<file path="config.mk">
export PLATFORM = sky130hd
export DESIGN_NAME = sps_mac
export DESIGN_NICKNAME = d
export VERILOG_FILES = /design/src/rtl/sps_pkg.sv /design/src/rtl/sps_mac.sv
export SDC_FILE = /design/constraint.sdc
export NUM_CORES = 2
export LEC_CHECK = 0
export BUFFER_PORTS_ARGS = -buffer_cell sky130_fd_sc_hd__buf_2
export CORE_MARGIN = 1.5
export CORE_UTILIZATION = 50
export CTS_CLUSTER_SIZE = 16
export DETAILED_ROUTE_END_ITERATION = 8
export PLACE_DENSITY_LB_ADDON = 0.15
export SLEW_MARGIN = 10
export SYNTH_ARGS = -nofsm -noshare
export SYNTH_HDL_FRONTEND = slang
export SYNTH_SLANG_ARGS = --single-unit
</file>
<file path="constraint.sdc">
create_clock -name clk -period 7.3 [get_ports clk]
set_input_delay 1.095 -clock clk [delete_from_list [all_inputs] [get_ports clk]]
set_output_delay 1.095 -clock clk [all_outputs]
set_load 0.005 [all_outputs]
</file>
<file path="src/rtl/sps_pkg.sv">
`timescale 1ns / 1ps
// ----------------------------------------------------------------------------
// sps_pkg: shared types and constants of the seven-point stencil engine
// Widths of the grid coordinates, the store address, the Q16.16 datapath
// and the wide accumulator, plus the control word of the shared MAC unit.
// ----------------------------------------------------------------------------
package sps_pkg;

	localparam int GRID_DIM = 16;
	localparam int COORD_W  = $clog2(GRID_DIM);
	localparam int ADDR_W   = 3 * COORD_W;
	localparam int CELLS    = GRID_DIM * GRID_DIM * GRID_DIM;
	localparam int VALUE_W  = 32;
	localparam int FRAC_W   = 16;
	localparam int PROD_W   = 2 * VALUE_W;
	// seven products, one residual subtract and sign: six guard bits
	localparam int ACC_W    = PROD_W + 6;

	// stencil points in the order they are read
	typedef enum logic [2:0] {
		PT_CENTER = 3'd0,
		PT_WEST   = 3'd1,
		PT_EAST   = 3'd2,
		PT_SOUTH  = 3'd3,
		PT_NORTH  = 3'd4,
		PT_BOTTOM = 3'd5,
		PT_TOP    = 3'd6
	} pt_t;

	typedef enum logic [1:0] {
		ST_OK   = 2'd0,
		ST_SAT  = 2'd1,
		ST_HALO = 2'd2
	} stat_t;

	typedef enum logic {
		MODE_LOAD    = 1'b0,
		MODE_COMPUTE = 1'b1
	} mode_t;

	// control word for the shared multiply-accumulate unit
	typedef struct packed {
		logic clr;    // clear the accumulator
		logic vld;    // operands valid this cycle
		logic sub;    // subtract the product instead of adding it
		logic resid;  // replace acc with (y << FRAC_W) - acc
	} mac_ctl_t;

	// store address of one stencil point around cell (i, j, k)
	function automatic logic [ADDR_W-1:0] point_addr(
		input logic [COORD_W-1:0] ci,
		input logic [COORD_W-1:0] cj,
		input logic [COORD_W-1:0] ck,
		input pt_t                p
	);
		logic [COORD_W-1:0] ai, aj, ak;
		ai = ci;
		aj = cj;
		ak = ck;
		unique case (p)
			PT_WEST:   ai = ci - COORD_W'(1);
			PT_EAST:   ai = ci + COORD_W'(1);
			PT_SOUTH:  aj = cj - COORD_W'(1);
			PT_NORTH:  aj = cj + COORD_W'(1);
			PT_BOTTOM: ak = ck - COORD_W'(1);
			PT_TOP:    ak = ck + COORD_W'(1);
			default:   ai = ci;
		endcase
		return {ai, aj, ak};
	endfunction

endpackage

</file>
<file path="src/rtl/sps_mac.sv">
`timescale 1ns / 1ps
// ----------------------------------------------------------------------------
// sps_mac: shared multiply-accumulate unit
// One signed 32x32 multiplier with a registered product, followed by a
// wide accumulator that adds or subtracts each product, and forms the
// residual from the right-hand value on request.
// ----------------------------------------------------------------------------
module sps_mac (
	input  logic                               clk,
	input  logic                               arst_n,
	input  sps_pkg::mac_ctl_t                  ctl,
	input  logic signed [sps_pkg::VALUE_W-1:0] coef,
	input  logic signed [sps_pkg::VALUE_W-1:0] xval,
	input  logic signed [sps_pkg::VALUE_W-1:0] yval,
	output logic                               busy,
	output logic signed [sps_pkg::ACC_W-1:0]   acc
);
	import sps_pkg::*;

	logic signed [PROD_W-1:0] prod_s2;
	logic                     vld_s2;
	logic                     sub_s2;
	logic signed [ACC_W-1:0]  acc_q;
	logic signed [ACC_W-1:0]  prod_ext;
	logic signed [ACC_W-1:0]  y_ext;

	assign prod_ext = ACC_W'(prod_s2);
	assign y_ext    = {{(ACC_W - VALUE_W - FRAC_W){yval[VALUE_W-1]}}, yval,
		{FRAC_W{1'b0}}};

	// hold valid and sign of the product stage
	always_ff @(posedge clk or negedge arst_n) begin
		if (!arst_n) begin
			vld_s2 <= 1'b0;
			sub_s2 <= 1'b0;
		end else begin
			vld_s2 <= ctl.vld;
			sub_s2 <= ctl.sub;
		end
	end

	// multiply, then register
	always_ff @(posedge clk) begin
		if (ctl.vld) begin
			prod_s2 <= coef * xval;
		end
	end

	// accumulate products, or form the residual
	always_ff @(posedge clk) begin
		if (ctl.clr) begin
			acc_q <= '0;
		end else if (vld_s2) begin
			acc_q <= sub_s2 ? acc_q - prod_ext : acc_q + prod_ext;
		end else if (ctl.resid) begin
			acc_q <= y_ext - acc_q;
		end
	end

	assign busy = vld_s2;
	assign acc  = acc_q;

endmodule
</file>
==> impl_metrics.yaml <==
routing:
  drcViolationCount: 0
  totalWireLength_microns: 134000
  ant_nets: 0
  wire_per_inst_microns: 18.5
  dr.pass1.iters: 6
  vias: 38700
  drtIter0Drc: 2642
  vias_per_cell: 5.34
grt:
  grt_pass1_wl_microns: 216000
  grt_use_total_pct: 26.8
  antenna_found_initial: 2
  grt_start_max_net_pins: 100
  grt_pass1_vias: 40100
  overflow: 0
synthesis:
  synth-seq-area-share_pct: 6.80
  synth_nets: 7030
  synthesis.area_sq_mm: 0.0496
  yosysWarnings: 0
  syn_inst: 5537
  synth_seq_cells: 136
  synthDistinctLibCells: 84
  syn_area_per_cell_sq_um: 8.95
  yosys_most_used_dff: "dfxtp_1"
  synth_edf_count: 64
  synthArstFlopShare_pct: 1.47
critical_path:
  cp-start-kind: "input pin"
  required_ps: 7480
  worstReg2RegEnd: "acc[63]"
  critPathLaunch: "xval[6]"
  path_common_cell: "fa_1"
  rr_worst_depth: 18
  cpMaxStageDelayCell: "fa_1"
  crit_fanout: 7
  cp_slowest_stage_delay_ps: 550
  endpoint: "prod_s2[59]"
  rrSetupSlack_ps: 1400
  timing.rr.start: "prod_s2[16]"
  criticalPathCategory: "in -> reg"
  end_kind: "register"
  cp_data_arrival_time_ps: 8090
place:
  place_hpwl_microns: 115000
  gp_congestion: 0.908
  dp.cells: 7155
  io_buffers: 172
sta:
  holdWs_ps: 429
  skew_ps: 11.0
  fmax_mhz: 126
  min_period_ps: 7910
  finalHoldViolations: 0
  relSlewSlack_pct: 31.3
  rsz0062_at_grt: "true"
  layout_worst_path_cycle_share_pct: 108
  worst_slack_ps: -610
  setup_viol: 25
  slew_viol_final: 0
  worstMarginPinSlew_ps: 1030
run_status:
  violations: "negative setup slack"
  outcome: "finished with violations"
finish:
  area_growth_syn_to_layout_pct: 16.5
  diodes: 0
  fin_nets: 7443
  post-route-util_pct: 58.8
  fill_cells: 8725
  drive_gt1_share_pct: 16.9
  fin_cells: 7250
clock_tree:
  h-tree-depth: 4
  cts_hold_buffers: 0
  cts.sinks: 136
  insertion_delay_ps: 450
  cts_root_buf: "clkbuf_16"
  ctsLongestPathBuffers: 2
  cts_tree: "yes"
  numCtsBuffers: 17
  clk_pin_slew_worst_paths_ps: 60
floorplan:
  die_h_microns: 318
  core_sq_mm: 0.0983
  initial_core_util_pct: 50.4
  fp.dieArea_sq_mm: 0.101
  row_count: 115
  dieWidth_microns: 318
  io_pins: 173
hold_path:
  min_path_type: "in -> async"
run:
  max-cap-violations: 0
-- worst min path at each step --
stage / from / endpoint / slack [ps] / cells after the start
CTS: arst_n / busy / 400 / 1
floorplan: acc[0] / acc[0] / 520 / 2
finish: arst_n / busy / 430 / 1
global route: arst_n / busy / 420 / 1
global placement: acc[0] / acc[0] / 580 / 2
detailed placement: acc[0] / acc[0] / 570 / 2
-- synth_stat cells (8+ instances only) --
library cell	count	area [sq um]
fa_1	1083	21700
or3_1	11	68.8
nor4_1	15	93.8
a31oi_1	38	238
o211ai_1	14	105
buf_1	11	41.3
o21a_1	18	135
nand3b_1	10	75.1
edfxtp_1	64	1920
mux2i_1	14	140
nor3_1	53	265
dfxtp_1	70	1400
ha_1	308	3850
a21oi_1	256	1280
a221oi_1	25	219
inv_1	1049	3940
a211oi_1	72	541
o21ai_0	100	500
nand3_1	35	175
nor3b_1	9	67.6
or2_2	9	56.3
nor2b_1	41	257
xor2_1	63	552
and3_1	27	169
o21bai_1	28	210
nor2_1	189	709
nand4_1	34	213
nand2_1	623	2340
a21o_1	133	998
o31ai_1	11	82.6
nand2b_1	20	125
o22ai_1	8	50.1
clkbuf_1	267	1000
xnor2_1	190	1660
and2_1	523	3270
-- area by class of cell --
type,instances,area (sq um),share of cell area (%)
multi-input combinational,4069,42400,73.4
timing repair buffer,677,5850,10.1
inverter,1049,3950,6.83
sequential,136,3380,5.85
tap,1287,1610,2.79
clock buffer,17,425,0.736
clock inverter,15,174,0.301
-- cell families after synthesis --
logic type               Yosys count  share of synthesized area [%]
AND/OR/NAND/NOR                 1620                           16.3
adder cells (fa/ha/maj)         1391                           51.5
buffers and inverters           1332                           10.1
AO/OA/AOI/OAI                    786                           10.3
XOR/XNOR                         254                           4.50
flip-flops                       136                           6.80
multiplexers                      18                          0.396
-- what timing repair did --
action | CTS | global route
gates cloned | 2 | 4
pin swaps | 172 | 115
resized for setup | 259 | 166
endpoints found under the setup margin | 39 | 38
buffers inserted | 41 | 25
-- layout by cell type, fill, tap and decap left out, types with 25 or more instances in the layout --
cell	count
fa_2	71
inv_2	27
nand3_1	33
a21oi_1	231
nand2_1	608
edfxtp_1	64
a211oi_1	69
buf_6	70
inv_1	1020
buf_12	39
xnor2_1	186
a31oi_1	32
xor2_1	62
and2_1	485
buf_4	421
nor3_1	50
buf_2	117
ha_1	283
nand4_1	34
nor2b_1	40
o21bai_1	27
dfxtp_1	70
and2_4	38
o21ai_0	84
a21o_1	133
nor2_1	181
fa_1	1012
and3_1	25
-- metrics by stage --
step	setup TNS (ps)	setup slack, ps	instance area (sq um)
floorplan	-7790	-953	50300
global placement	-35980	-1360	55100
detailed placement	-39100	-1480	55100
CTS	-7960	-656	56900
global route	-14680	-839	57800
finish	-9150	-610	57800
-- registers in the layout (all words and copies together), names as in the netlist --
name and flops:
busy 1, sub_s2 1, prod_s2 64, acc 70
-- layer usage --
layer	wire length, microns	GRT usage (%)	share of wire, %	vias up
met5	13	0	0.0097	-
met2	59500	41.2	44	1119
met1	62500	39.3	47	19500
met4	2320	5.36	1.7	2
met3	9920	5.36	7.4	133
li1	-	-	-	18000
-- critical path: cells and delay by family --
family | cells | cell delay [ps]
simple gates | 7 | 1150
buf+inv | 10 | 900
compound gates | 5 | 720
fa+ha+maj | 9 | 4200
Power is not shown: default switching activity piles up to over one toggle a cycle in this logic, so the estimate is an artifact.
